--- config.mk ---
export PLATFORM = sky130hd
export DESIGN_NAME = tlb_translate_fifo_lru_unit
export DESIGN_NICKNAME = d
export VERILOG_FILES = /design/src/hw/rtl/tlbfl_pkg.sv /design/src/hw/rtl/tlbfl_datapath.sv /design/src/hw/rtl/tlbfl_ctrl.sv /design/src/hw/rtl/tlb_translate_fifo_lru_unit.sv
export SDC_FILE = /design/constraint.sdc
export NUM_CORES = 2
export LEC_CHECK = 0
export ABC_CLOCK_PERIOD_IN_PS = 20300
export BUFFER_PORTS_ARGS = -buffer_cell sky130_fd_sc_hd__buf_4
export CELL_PAD_IN_SITES_DETAIL_PLACEMENT = 0
export CELL_PAD_IN_SITES_GLOBAL_PLACEMENT = 1
export CORE_ASPECT_RATIO = 1.4
export CORE_MARGIN = 1.5
export CORE_UTILIZATION = 40
export CTS_CLUSTER_DIAMETER = 200
export CTS_CLUSTER_SIZE = 25
export DETAILED_ROUTE_END_ITERATION = 16
export PLACE_DENSITY = 0.57
export SLEW_MARGIN = 20
export SYNTH_ARGS = -nofsm -noshare
export SYNTH_HDL_FRONTEND = slang
export SYNTH_SLANG_ARGS = --single-unit
--- constraint.sdc ---
create_clock -name clk -period 20.3 [get_ports clk]
set_input_delay 6.09 -clock clk [delete_from_list [all_inputs] [get_ports clk]]
set_output_delay 6.09 -clock clk [all_outputs]
set_load 0.05 [all_outputs]
--- src/hw/rtl/tlbfl_pkg.sv ---
// ============================================================================
// tlbfl_pkg
// shared types and constants for the fifo/lru translation buffer
// ============================================================================
`default_nettype none

package tlbfl_pkg;

    localparam int TLB_DEPTH = 16;
    localparam int IDX_W = $clog2(TLB_DEPTH);
    localparam int CNT_W = $clog2(TLB_DEPTH + 1);

    localparam logic [1:0] POLICY_FIFO   = 2'd0;
    localparam logic [1:0] POLICY_LRU    = 2'd1;
    localparam logic [1:0] POLICY_FIXED  = 2'd2;
    localparam logic [1:0] POLICY_UNUSED = 2'd3;

    localparam logic [1:0] ST_HIT    = 2'd0;
    localparam logic [1:0] ST_MISS   = 2'd1;
    localparam logic [1:0] ST_FILLED = 2'd2;

    localparam logic [1:0] REG_POLICY = 2'd0;
    localparam logic [1:0] REG_LIMIT  = 2'd1;
    localparam logic [1:0] REG_PSIZE  = 2'd2;

    localparam logic [16:0] PSIZE_RESET = 17'd64;
    localparam logic [4:0]  LIMIT_RESET = 5'd16;

    typedef enum logic [2:0] {
        S_IDLE,
        S_DIV,
        S_SCAN,
        S_STORE,
        S_MUL,
        S_OUT
    } state_t;

    typedef struct packed {
        logic load;
        logic div_step;
        logic scan_step;
        logic store;
        logic hit_update;
        logic mul;
        logic out_load;
    } cmd_t;

    typedef struct packed {
        logic div_done;
        logic scan_done;
        logic kind;
        logic hit;
        logic store_en;
    } sts_t;

endpackage

`default_nettype wire

--- src/hw/rtl/tlbfl_datapath.sv ---
// ============================================================================
// tlbfl_datapath
// divider, entry store, serial search and address multiply
// ============================================================================
`default_nettype none

module tlbfl_datapath (
    input  wire logic               clk,
    input  wire logic               rst_n,
    input  wire tlbfl_pkg::cmd_t    cmd,
    output tlbfl_pkg::sts_t         sts,
    input  wire logic [1:0]         replace_policy,
    input  wire logic [4:0]         entry_limit,
    input  wire logic [16:0]        page_size,
    input  wire logic               kind,
    input  wire logic [15:0]        pid,
    input  wire logic [31:0]        logical_address,
    input  wire logic [15:0]        frame,
    output logic [1:0]              status,
    output logic [31:0]             page,
    output logic [31:0]             physical_address
);

    localparam int IW = tlbfl_pkg::IDX_W;
    localparam int CW = tlbfl_pkg::CNT_W;

    logic [15:0] epid [tlbfl_pkg::TLB_DEPTH];
    logic [31:0] epage [tlbfl_pkg::TLB_DEPTH];
    logic [15:0] eframe [tlbfl_pkg::TLB_DEPTH];
    logic [31:0] ebirth [tlbfl_pkg::TLB_DEPTH];
    logic [31:0] euse [tlbfl_pkg::TLB_DEPTH];

    logic        kind_reg;
    logic [15:0] pid_reg;
    logic [15:0] frame_reg;
    logic [16:0] ps_reg;
    logic [31:0] quo_reg;
    logic [16:0] rem_reg;
    logic [5:0]  dcnt_reg;
    logic [CW-1:0] filled_reg;
    logic [31:0] time_reg;
    logic [CW-1:0] sidx_reg;
    logic        hit_reg;
    logic [IW-1:0] hidx_reg;
    logic [IW-1:0] best_reg;
    logic [31:0] best_t_reg;
    logic [15:0] mframe_reg;
    logic [31:0] prod;
    logic [CW-1:0] limit;
    logic [17:0] trial;
    logic [IW-1:0] sidx;
    logic [31:0] ent_t;
    logic [IW-1:0] slot;
    logic          fill_free;

    assign limit = (entry_limit > 5'(tlbfl_pkg::TLB_DEPTH))
        ? CW'(tlbfl_pkg::TLB_DEPTH) : CW'(entry_limit);
    assign fill_free = filled_reg < limit;
    assign trial = {rem_reg, quo_reg[31]} - {1'b0, ps_reg};
    assign sidx = sidx_reg[IW-1:0];
    assign ent_t = (replace_policy == tlbfl_pkg::POLICY_FIFO) ? ebirth[sidx] : euse[sidx];
    assign slot = fill_free ? filled_reg[IW-1:0]
        : ((replace_policy == tlbfl_pkg::POLICY_FIFO
           || replace_policy == tlbfl_pkg::POLICY_LRU) ? best_reg : '0);

    assign sts.div_done  = (dcnt_reg == 6'd0);
    assign sts.scan_done = (sidx_reg >= filled_reg) || hit_reg
        || (kind_reg && fill_free);
    assign sts.kind      = kind_reg;
    assign sts.hit       = hit_reg;
    assign sts.store_en  = (limit != '0);

    always_ff @(posedge clk)
    begin
        if (cmd.load)
        begin
            kind_reg  <= kind;
            pid_reg   <= pid;
            frame_reg <= frame;
            ps_reg    <= (page_size == 17'd0) ? 17'd1 : page_size;
            quo_reg   <= logical_address;
            rem_reg   <= '0;
        end
        else if (cmd.div_step)
        begin
            if (!trial[17])
            begin
                rem_reg <= trial[16:0];
                quo_reg <= {quo_reg[30:0], 1'b1};
            end
            else
            begin
                rem_reg <= {rem_reg[15:0], quo_reg[31]};
                quo_reg <= {quo_reg[30:0], 1'b0};
            end
        end
        if (cmd.scan_step)
        begin
            if (!kind_reg)
            begin
                if (epid[sidx] == pid_reg && epage[sidx] == quo_reg)
                begin
                    hidx_reg <= sidx;
                end
            end
            else if (sidx_reg == '0 || ent_t < best_t_reg)
            begin
                best_reg   <= sidx;
                best_t_reg <= ent_t;
            end
        end
        if (cmd.store)
        begin
            epid[slot]   <= pid_reg;
            epage[slot]  <= quo_reg;
            eframe[slot] <= frame_reg;
            ebirth[slot] <= time_reg;
            euse[slot]   <= time_reg;
        end
        if (cmd.hit_update)
        begin
            euse[hidx_reg] <= time_reg;
        end
        if (cmd.mul)
        begin
            mframe_reg <= kind_reg ? frame_reg : eframe[hidx_reg];
        end
        if (cmd.out_load)
        begin
            page             <= quo_reg;
            status           <= kind_reg ? tlbfl_pkg::ST_FILLED
                : (hit_reg ? tlbfl_pkg::ST_HIT : tlbfl_pkg::ST_MISS);
            physical_address <= (kind_reg || hit_reg)
                ? prod + {15'd0, rem_reg} : 32'd0;
        end
    end

    assign prod = 32'({15'd0, ps_reg} * {16'd0, mframe_reg});

    always_ff @(posedge clk or negedge rst_n)
    begin
        if (!rst_n)
        begin
            dcnt_reg   <= '0;
            filled_reg <= '0;
            time_reg   <= '0;
            sidx_reg   <= '0;
            hit_reg    <= 1'b0;
        end
        else
        begin
            if (cmd.load)
            begin
                dcnt_reg <= 6'd32;
                sidx_reg <= '0;
                hit_reg  <= 1'b0;
            end
            else
            begin
                if (cmd.div_step)
                begin
                    dcnt_reg <= dcnt_reg - 6'd1;
                end
                if (cmd.scan_step)
                begin
                    sidx_reg <= sidx_reg + CW'(1);
                    if (!kind_reg && epid[sidx] == pid_reg && epage[sidx] == quo_reg)
                    begin
                        hit_reg <= 1'b1;
                    end
                end
            end
            if (cmd.store)
            begin
                time_reg <= time_reg + 32'd1;
                if (fill_free)
                begin
                    filled_reg <= filled_reg + CW'(1);
                end
            end
            if (cmd.hit_update)
            begin
                time_reg <= time_reg + 32'd1;
            end
        end
    end

    always @(posedge clk)
    begin
        if (rst_n && cmd.store)
        begin
            assert (limit != '0) else $error("store with zero limit");
        end
    end

    a_fill_bound: assert property (@(posedge clk) disable iff (!rst_n)
        filled_reg <= CW'(tlbfl_pkg::TLB_DEPTH))
        else $error("fill count beyond depth");
    a_time_step: assert property (@(posedge clk) disable iff (!rst_n)
        cmd.store |=> time_reg == $past(time_reg) + 32'd1)
        else $error("time counter did not advance");
    a_no_double: assert property (@(posedge clk) disable iff (!rst_n)
        !(cmd.store && cmd.hit_update))
        else $error("store and hit update together");

endmodule

`default_nettype wire

--- src/hw/rtl/tlbfl_ctrl.sv ---
// ============================================================================
// tlbfl_ctrl
// sequencer for divide, search, store and result
// ============================================================================
`default_nettype none

module tlbfl_ctrl (
    input  wire logic            clk,
    input  wire logic            rst_n,
    input  wire logic            req_valid,
    output logic                 req_stall,
    output logic                 rsp_valid,
    input  wire logic            rsp_stall,
    input  wire logic [1:0]      replace_policy,
    output tlbfl_pkg::cmd_t      cmd,
    input  wire tlbfl_pkg::sts_t sts
);

    tlbfl_pkg::state_t state_reg, state_next;
    logic              rsp_valid_next;

    always_comb
    begin
        state_next = state_reg;
        case (state_reg)
            tlbfl_pkg::S_IDLE:  if (req_valid) state_next = tlbfl_pkg::S_DIV;
            tlbfl_pkg::S_DIV:   if (sts.div_done) state_next = tlbfl_pkg::S_SCAN;
            tlbfl_pkg::S_SCAN:
                if (sts.scan_done)
                    state_next = (sts.kind && sts.store_en) ? tlbfl_pkg::S_STORE
                        : tlbfl_pkg::S_MUL;
            tlbfl_pkg::S_STORE: state_next = tlbfl_pkg::S_MUL;
            tlbfl_pkg::S_MUL:   state_next = tlbfl_pkg::S_OUT;
            tlbfl_pkg::S_OUT:
                if (!rsp_valid || !rsp_stall) state_next = tlbfl_pkg::S_IDLE;
            default:            state_next = tlbfl_pkg::S_IDLE;
        endcase
    end

    always_comb
    begin
        cmd = '0;
        req_stall = 1'b1;
        rsp_valid_next = rsp_valid && rsp_stall;
        case (state_reg)
            tlbfl_pkg::S_IDLE:
            begin
                req_stall = 1'b0;
                cmd.load  = req_valid;
            end
            tlbfl_pkg::S_DIV:   cmd.div_step = !sts.div_done;
            tlbfl_pkg::S_SCAN:
            begin
                cmd.scan_step  = !sts.scan_done;
                cmd.hit_update = sts.scan_done && !sts.kind && sts.hit
                    && replace_policy == tlbfl_pkg::POLICY_LRU;
            end
            tlbfl_pkg::S_STORE: cmd.store = 1'b1;
            tlbfl_pkg::S_MUL:   cmd.mul = 1'b1;
            tlbfl_pkg::S_OUT:
            begin
                if (!rsp_valid || !rsp_stall)
                begin
                    cmd.out_load   = 1'b1;
                    rsp_valid_next = 1'b1;
                end
            end
            default:            cmd = '0;
        endcase
    end

    always_ff @(posedge clk or negedge rst_n)
    begin
        if (!rst_n)
        begin
            state_reg <= tlbfl_pkg::S_IDLE;
            rsp_valid <= 1'b0;
        end
        else
        begin
            state_reg <= state_next;
            rsp_valid <= rsp_valid_next;
        end
    end

    a_load_idle: assert property (@(posedge clk) disable iff (!rst_n)
        cmd.load |-> state_reg == tlbfl_pkg::S_IDLE)
        else $error("load outside idle");
    a_out_valid: assert property (@(posedge clk) disable iff (!rst_n)
        cmd.out_load |=> rsp_valid)
        else $error("result not presented");
    a_store_fill: assert property (@(posedge clk) disable iff (!rst_n)
        cmd.store |-> sts.kind)
        else $error("store on translate");

endmodule

`default_nettype wire

--- src/hw/rtl/tlb_translate_fifo_lru_unit.sv ---
// ============================================================================
// tlb_translate_fifo_lru_unit
// fully associative tlb with fifo, lru or fixed-slot replacement
// ============================================================================
// One request at a time. After a request is taken, the restoring division by
// page_size runs bit-serially, then the search examines one entry per cycle
// (the victim scan on a full fill likewise; a fill with a free slot needs no
// scan), a fill with a nonzero limit adds a store state, then come the
// multiply and result states, plus stalls at the result. The result register
// frees the core, so the next request is taken in the idle cycle after the
// result has been loaded.
`default_nettype none

module tlb_translate_fifo_lru_unit (
    input  wire logic        clk,
    input  wire logic        rst_n,
    input  wire logic        cfg_valid,
    output logic             cfg_ready,
    input  wire logic [1:0]  cfg_index,
    input  wire logic [16:0] cfg_data,
    input  wire logic        in_valid,
    output logic             in_stall,
    input  wire logic        kind,
    input  wire logic [15:0] pid,
    input  wire logic [31:0] logical_address,
    input  wire logic [15:0] frame,
    output logic             out_valid,
    input  wire logic        out_stall,
    output logic [1:0]       status,
    output logic [31:0]      page,
    output logic [31:0]      physical_address
);

    logic [1:0]  policy_reg;
    logic [4:0]  limit_reg;
    logic [16:0] psize_reg;
    tlbfl_pkg::cmd_t cmd;
    tlbfl_pkg::sts_t sts;

    assign cfg_ready = 1'b1;

    always_ff @(posedge clk or negedge rst_n)
    begin
        if (!rst_n)
        begin
            policy_reg <= tlbfl_pkg::POLICY_FIFO;
            limit_reg  <= tlbfl_pkg::LIMIT_RESET;
            psize_reg  <= tlbfl_pkg::PSIZE_RESET;
        end
        else if (cfg_valid)
        begin
            case (cfg_index)
                tlbfl_pkg::REG_POLICY: policy_reg <= cfg_data[1:0];
                tlbfl_pkg::REG_LIMIT:  limit_reg  <= cfg_data[4:0];
                tlbfl_pkg::REG_PSIZE:  psize_reg  <= cfg_data;
                default:               policy_reg <= policy_reg;
            endcase
        end
    end

    tlbfl_ctrl u_ctrl (
        .clk            (clk),
        .rst_n          (rst_n),
        .req_valid      (in_valid),
        .req_stall      (in_stall),
        .rsp_valid      (out_valid),
        .rsp_stall      (out_stall),
        .replace_policy (policy_reg),
        .cmd            (cmd),
        .sts            (sts)
    );

    tlbfl_datapath u_dp (
        .clk              (clk),
        .rst_n            (rst_n),
        .cmd              (cmd),
        .sts              (sts),
        .replace_policy   (policy_reg),
        .entry_limit      (limit_reg),
        .page_size        (psize_reg),
        .kind             (kind),
        .pid              (pid),
        .logical_address  (logical_address),
        .frame            (frame),
        .status           (status),
        .page             (page),
        .physical_address (physical_address)
    );

endmodule

`default_nettype wire

; Yosys cells after proc, flatten, opt, wreduce, memory -nomap -nowiden
; Memories as Yosys holds them, arrays and structs flattened. A register that Yosys moved wholly into a read port is not among the register bits.
; Index checks and enable logic that the tools add are counted.
[totals]
memories = 5
out_inout_bits = 69
reg_bits = 298
mem_bits_rw = 2048
in_bits = 89
[mem_list]
columns = memory, depth, width, rd, rd_ports_with_merged_regs, wr, line_no
row1 = u_dp.ebirth, 16, 32, 1, 0, 1, tlbfl_datapath.sv:30  ; logic [31:0] ebirth [tlbfl_pkg::TLB_DEPTH];
row2 = u_dp.epage, 16, 32, 1, 0, 1, tlbfl_datapath.sv:28  ; logic [31:0] epage [tlbfl_pkg::TLB_DEPTH];
row3 = u_dp.euse, 16, 32, 1, 0, 1, tlbfl_datapath.sv:31  ; logic [31:0] euse [tlbfl_pkg::TLB_DEPTH];
row4 = u_dp.eframe, 16, 16, 1, 1, 1, tlbfl_datapath.sv:29  ; logic [15:0] eframe [tlbfl_pkg::TLB_DEPTH];
row5 = u_dp.epid, 16, 16, 1, 0, 1, tlbfl_datapath.sv:27  ; logic [15:0] epid [tlbfl_pkg::TLB_DEPTH];
[classes]
n_mux = 44
n_addsub = 6
reduce_logical = 40
multipliers = 1
bitwise_logic = 1
n_eq_ne = 14
magnitude_cmp = 4
[ops]
columns = op, n
row1 = two-way mux 32 bit, 6
row2 = "adder 32 x 1 -> 32 bit, second input constant", 1
row3 = adder 32 x 17 -> 32 bit, 1
row4 = == test 32 bit, 1
row5 = < comparator 32 bit, 1
row6 = multiplier 17 x 16 -> 32 bit, 1
row7 = OR reduction 32 bit, 1
row8 = two-way mux 1 bit, 21
row9 = one-hot mux 3 bit (6 select lines), 1
row10 = subtractor 18 x 17 -> 18 bit, 1
row11 = logical NOT 17 bit, 1
row12 = two-way mux 17 bit, 1
row13 = == test 16 bit, 1
row14 = two-way mux 16 bit, 1
row15 = two-way mux 4 bit, 4
row16 = two-way mux 3 bit, 5
row17 = two-way mux 5 bit, 3
row18 = two-way mux 6 bit, 2
row19 = "adder 5 x 1 -> 5 bit, second input constant", 2
row20 = AND reduction 2 bit, 5
row21 = logical AND 1 bit, 9
row22 = nonzero test 2 bit, 4
row23 = "== test 3 x 2 -> 1 bit, second input constant", 2
row24 = "== test 3 bit, second input constant", 2
row25 = 19 further kinds, 33

; Depth between registers and ports, before layout
[depth]
depth_word = 13
ltp_mapped = 24

; By module
; A second synthesis with hierarchy kept.
[hier_totals]
cells_unflattened = 5260
area_unflattened_um2 = 100961.8
[modules_own_cells]
columns = module, instances, area_each_um2, cells_each
row1 = tlbfl_datapath, 1, 99705.6, 5169
row2 = tlb_translate_fifo_lru_unit, 1, 968.4, 54
row3 = tlbfl_ctrl, 1, 287.8, 37

; Worst setup path before layout
; No wires, ideal clock.
[synth_path]
path_kind = input port to flip-flop
from = input port out_stall
to = register u_dp.page[0], enable pin
cell_stages = 1
slack_ns = 10.559
arrival_time_ns = 9.229
path_cell_list = a21oi_1
[synth_between]
elab_chain_len = 4
[synth_lines]
columns = item, line_no
row1 = "start, declared", tlb_translate_fifo_lru_unit.sv:28  ; input wire logic out_stall,
row2 = logical NOT 1 bit, tlbfl_ctrl.sv:62  ; if (!rsp_valid || !rsp_stall)
row3 = logical OR 1 bit, tlbfl_ctrl.sv:62
row4 = two-way mux 1 bit, tlbfl_ctrl.sv:62
row5 = two-way mux 1 bit, tlbfl_ctrl.sv:45  ; case (state_reg)
row6 = "end signal, assigned", tlbfl_datapath.sv:130  ; page <= quo_reg;
row7 = "end, declared", tlbfl_datapath.sv:20  ; output logic [31:0] page,
; No other way between the ends.
; A chain may end at the register's enable or synchronous reset.

; Final worst setup path
[layout_path]
from = register u_ctrl.state_reg[0]
to = output port in_stall
[layout_between]
elab_chain_len = 2
[layout_lines]
columns = item, line_no
row1 = "start, declared", tlbfl_ctrl.sv:19  ; tlbfl_pkg::state_t state_reg, state_next;
row2 = "start signal, assigned", tlbfl_ctrl.sv:76  ; state_reg <= tlbfl_pkg::S_IDLE;
row3 = "start signal, assigned", tlbfl_ctrl.sv:81  ; state_reg <= state_next;
row4 = logical NOT 3 bit, tlbfl_ctrl.sv:45
row5 = two-way mux 1 bit, tlbfl_ctrl.sv:45
row6 = "end, declared", tlb_translate_fifo_lru_unit.sv:22  ; output logic in_stall,
; No other way between the ends.

==> flow_summary.toml <==
[drt]
route.vias.total = 49600
routed_via_density = 5.52
avgRoutedWirePerCell_um = 29.0
number_of_design_rule_violations_left_by_the_first_detailed_router_iteration = 3874
firstDrtPassIters = 5
aggregate_routed_wire_length_mm = 260
antenna_left = 0
remaining_drc_errors = 0

[grt]
grt_first_pass_wirelength_mm = 376
grt_util_all_layers_pct = 20.3
antenna_found_initial = 5
number_of_global_route_vias_before_repair = 52800
overflow = 0
grt_start_max_net_pins = 101

[synth]
yosysSeqAreaShare_pct = 69.2
ys_types = 82
yosys_register_bits = 2350
yosys_most_used_dff = "sky130_fd_sc_hd__edfxtp_1"
synth.yosys.warnings = 0
synth_fp_nets = 5955
yosys.area.top_type = "sky130_fd_sc_hd__edfxtp_1"
synth_enable_flop_cells = 2252
syn_inst = 5475
synth_top_cells_by_area = "sky130_fd_sc_hd__edfxtp_1, sky130_fd_sc_hd__mux4_2, sky130_fd_sc_hd__fa_1"
total_standard_cell_area_after_synthesis_um2 = 101000
postSynthAreaPerCell_um2 = 18.5
ys_async_sr_fraction_pct = 3.28
synthDominantCellAreaShare_pct = 66.9

[power]
pwr_density_cell_nw_per_um2 = 154
combPwrFrac_pct = 47.7
internal-power_w = 0.0104
power_frac_seq_pct = 37.7
power.share.clock_pct = 14.6
total_leakage_power_nw = 34.5
power.switching_w = 0.00655
max-vdd-ir-drop_v = 0.000471
power_switching_share_pct = 38.7

[finish]
layout_top_registers = "u_dp.ebirth: 512 flops, u_dp.epage: 512 flops, u_dp.euse: 512 flops"
synthToLayoutAreaGrowth_pct = 8.47
drive_above_1_share_pct = 18.6
final_cell_mix = "sky130_fd_sc_hd__edfxtp_1, sky130_fd_sc_hd__mux4_2, sky130_fd_sc_hd__nand2_1"
final_cells = 8974
layout.cells.most_common = "sky130_fd_sc_hd__edfxtp_1"
finalNetCount = 6085

[worst_hold_path]
hold_path.class = "flip-flop to flip-flop"

[timing]
max_clock_freq_mhz = 121
fin_worst_skew_ps = 55.8
timing.final.ws_setup_ps = 12010
setup_total_negative_slack_ps = 0
finalCritPeriodShare_pct = 40.8
max_slew.worst_pin.slew_ps = 1140
final.hold.worst_slack_ps = 481
post-route-min-period_ps = 8290
finalMaxSlewViolations = 0
report.final.setup_viol = 0
max_slew_margin_pct = 24.0
timing_hold_violations_final = 0
rsz0062_at_grt = "no"

[setup_path]
required_ps = 14210
crit_slowest_cell = "sky130_fd_sc_hd__nor3_1"
endpoint_kind = "output port"
timing.critical_path.from_type = "flip-flop"
worst-endpoint-arrival_ps = 2200
worst_setup_path_type = "flip-flop to output port"
critPathMaxFanout = 11
critical-path-max-stage-delay_ps = 580
critical_path.cell_chain = "nor3_1, inv_1, buf_4"

[clock_tree]
cts.root.buffer_cell = "sky130_fd_sc_hd__clkbuf_16"
post_cts_resized = 0
cts_post_setup_buffers_inserted = 0
postCtsHoldBufs = 0
tritoncts_clock_tree = "done"
clock_insertion_delay_worst_skew_ps = 790
cts.clk_slew.worst_paths_ps = 100
cts_made_buffers = 103
cts-htree-levels = 3
max-clock-path-buffers = 3
numClockSinks = 2350

[floorplanning]
initial_core_util_pct = 40.2
number_of_top_level_design_ports = 158
core_region_area_um2 = 251000
die_x_um = 428
placement_rows = 218
die_h_um = 598
dieArea_um2 = 256000

[status]
run_status = "complete, no violations"

[placed_design]
numPlacedInstances = 8800
post-dp-hpwl_mm = 144
dp_worst_setup_slack_ps = 11600
port_buffers = 156
routability_driven_placement_congestion_ratio = 0.779

[run]
count_of_maximum_capacitance_violations = 0
## stage by stage
step	area, um2	utilization (%)	power, W
global placement	107000	42.4	0.0147
CTS	110000	43.6	0.0172
floorplan	101000	-	0.0124
global route	110000	43.6	0.0184
finish	110000	43.6	0.0169
detailed placement	107000	42.4	0.0147
## worst max-delay path: cells and delay by family (launching register included)
| family | cells | cell delay [ps] |
|---|---|---|
| simple gates | 1 | 580 |
| flops | 1 | 520 |
| buf+inv | 2 | 340 |
## power groups by stage
stage          sequential (W)  clock (W)  combinational, W
2_1_floorplan         0.00646          0           0.00594
3_3_place_gp          0.00647          0           0.00818
3_5_place_dp          0.00649          0           0.00817
4_1_cts               0.00638    0.00255           0.00824
5_1_grt               0.00642    0.00270           0.00926
6_report              0.00638    0.00247           0.00808
## cells by family after synthesis
| kind of cell | after synthesis | share of synthesized area, % |
|---|---|---|
| other cells | 1 | 0.00371 |
| mux | 759 | 14.3 |
| fa+ha+maj | 391 | 6.51 |
| simple gates | 909 | 4.23 |
| buf+inv | 620 | 2.49 |
| compound gates | 331 | 2.26 |
| flops | 2350 | 69.2 |
| xor+xnor | 114 | 0.987 |
## final cells by class
class | instances | area (um2)
Clock inverter | 6 | 138
Inverter | 370 | 1400
Timing Repair Buffer | 275 | 2230
Fill cell | 22100 | 142000
Antenna cell | 2 | 5.00
Clock buffer | 166 | 2840
Multi-Input combinational cell | 2505 | 28900
Tap cell | 3300 | 4130
Sequential cell | 2350 | 70000
## routing by layer
metal / global-route usage, % / wire, um / vias to the layer above / share of wire, %
met5: 0 / 0 / - / 0
met4: 3.38 / 3770 / 0 / 1.4
met3: 1.61 / 7770 / 189 / 3.0
met2: 36.6 / 136000 / 893 / 52
met1: 27.1 / 112000 / 27200 / 43
li1: - / - / 21300 / -
## synthesized netlist by cell type (21+ instances only)
cell and count:
sky130_fd_sc_hd__inv_1 368, sky130_fd_sc_hd__ha_1 166, sky130_fd_sc_hd__edfxtp_1 2252, sky130_fd_sc_hd__and2_1 133, sky130_fd_sc_hd__xor2_1 38, sky130_fd_sc_hd__clkbuf_1 147, sky130_fd_sc_hd__nand2_1 433, sky130_fd_sc_hd__dfxtp_1 21
sky130_fd_sc_hd__a21oi_1 52, sky130_fd_sc_hd__mux4_2 531, sky130_fd_sc_hd__o22ai_1 24, sky130_fd_sc_hd__fa_1 225, sky130_fd_sc_hd__nor2_1 123, sky130_fd_sc_hd__a22oi_1 24, sky130_fd_sc_hd__a21o_1 29, sky130_fd_sc_hd__nand4_1 27
sky130_fd_sc_hd__dfrtp_1 75, sky130_fd_sc_hd__nand3_1 48, sky130_fd_sc_hd__nor3_1 34, sky130_fd_sc_hd__buf_1 31, sky130_fd_sc_hd__xnor2_1 76, sky130_fd_sc_hd__mux2_2 55, sky130_fd_sc_hd__o21ai_0 65, sky130_fd_sc_hd__nor2b_1 22
sky130_fd_sc_hd__buf_2 47, sky130_fd_sc_hd__mux2i_1 163
## final timing paths
| check | start | to | slack, ps | cells after the start |
|---|---|---|---|---|
| max | u_ctrl.state_reg[0] | in_stall | 12010 | 3 |
| min | psize_reg[2] | u_dp.ps_reg[2] | 480 | 0 |
| min reg2reg | psize_reg[2] | u_dp.ps_reg[2] | 480 | 0 |
| max in group asynchronous | rst_n | u_dp.sidx_reg[0] | 13780 | 2 |
| min in group asynchronous | rst_n | u_dp.time_reg[20] | 5230 | 1 |
| max reg2reg | u_dp.sidx_reg[0] | u_dp.hidx_reg[2] | 12690 | 14 |
Note: power is estimated with default switching activity, not from simulation.
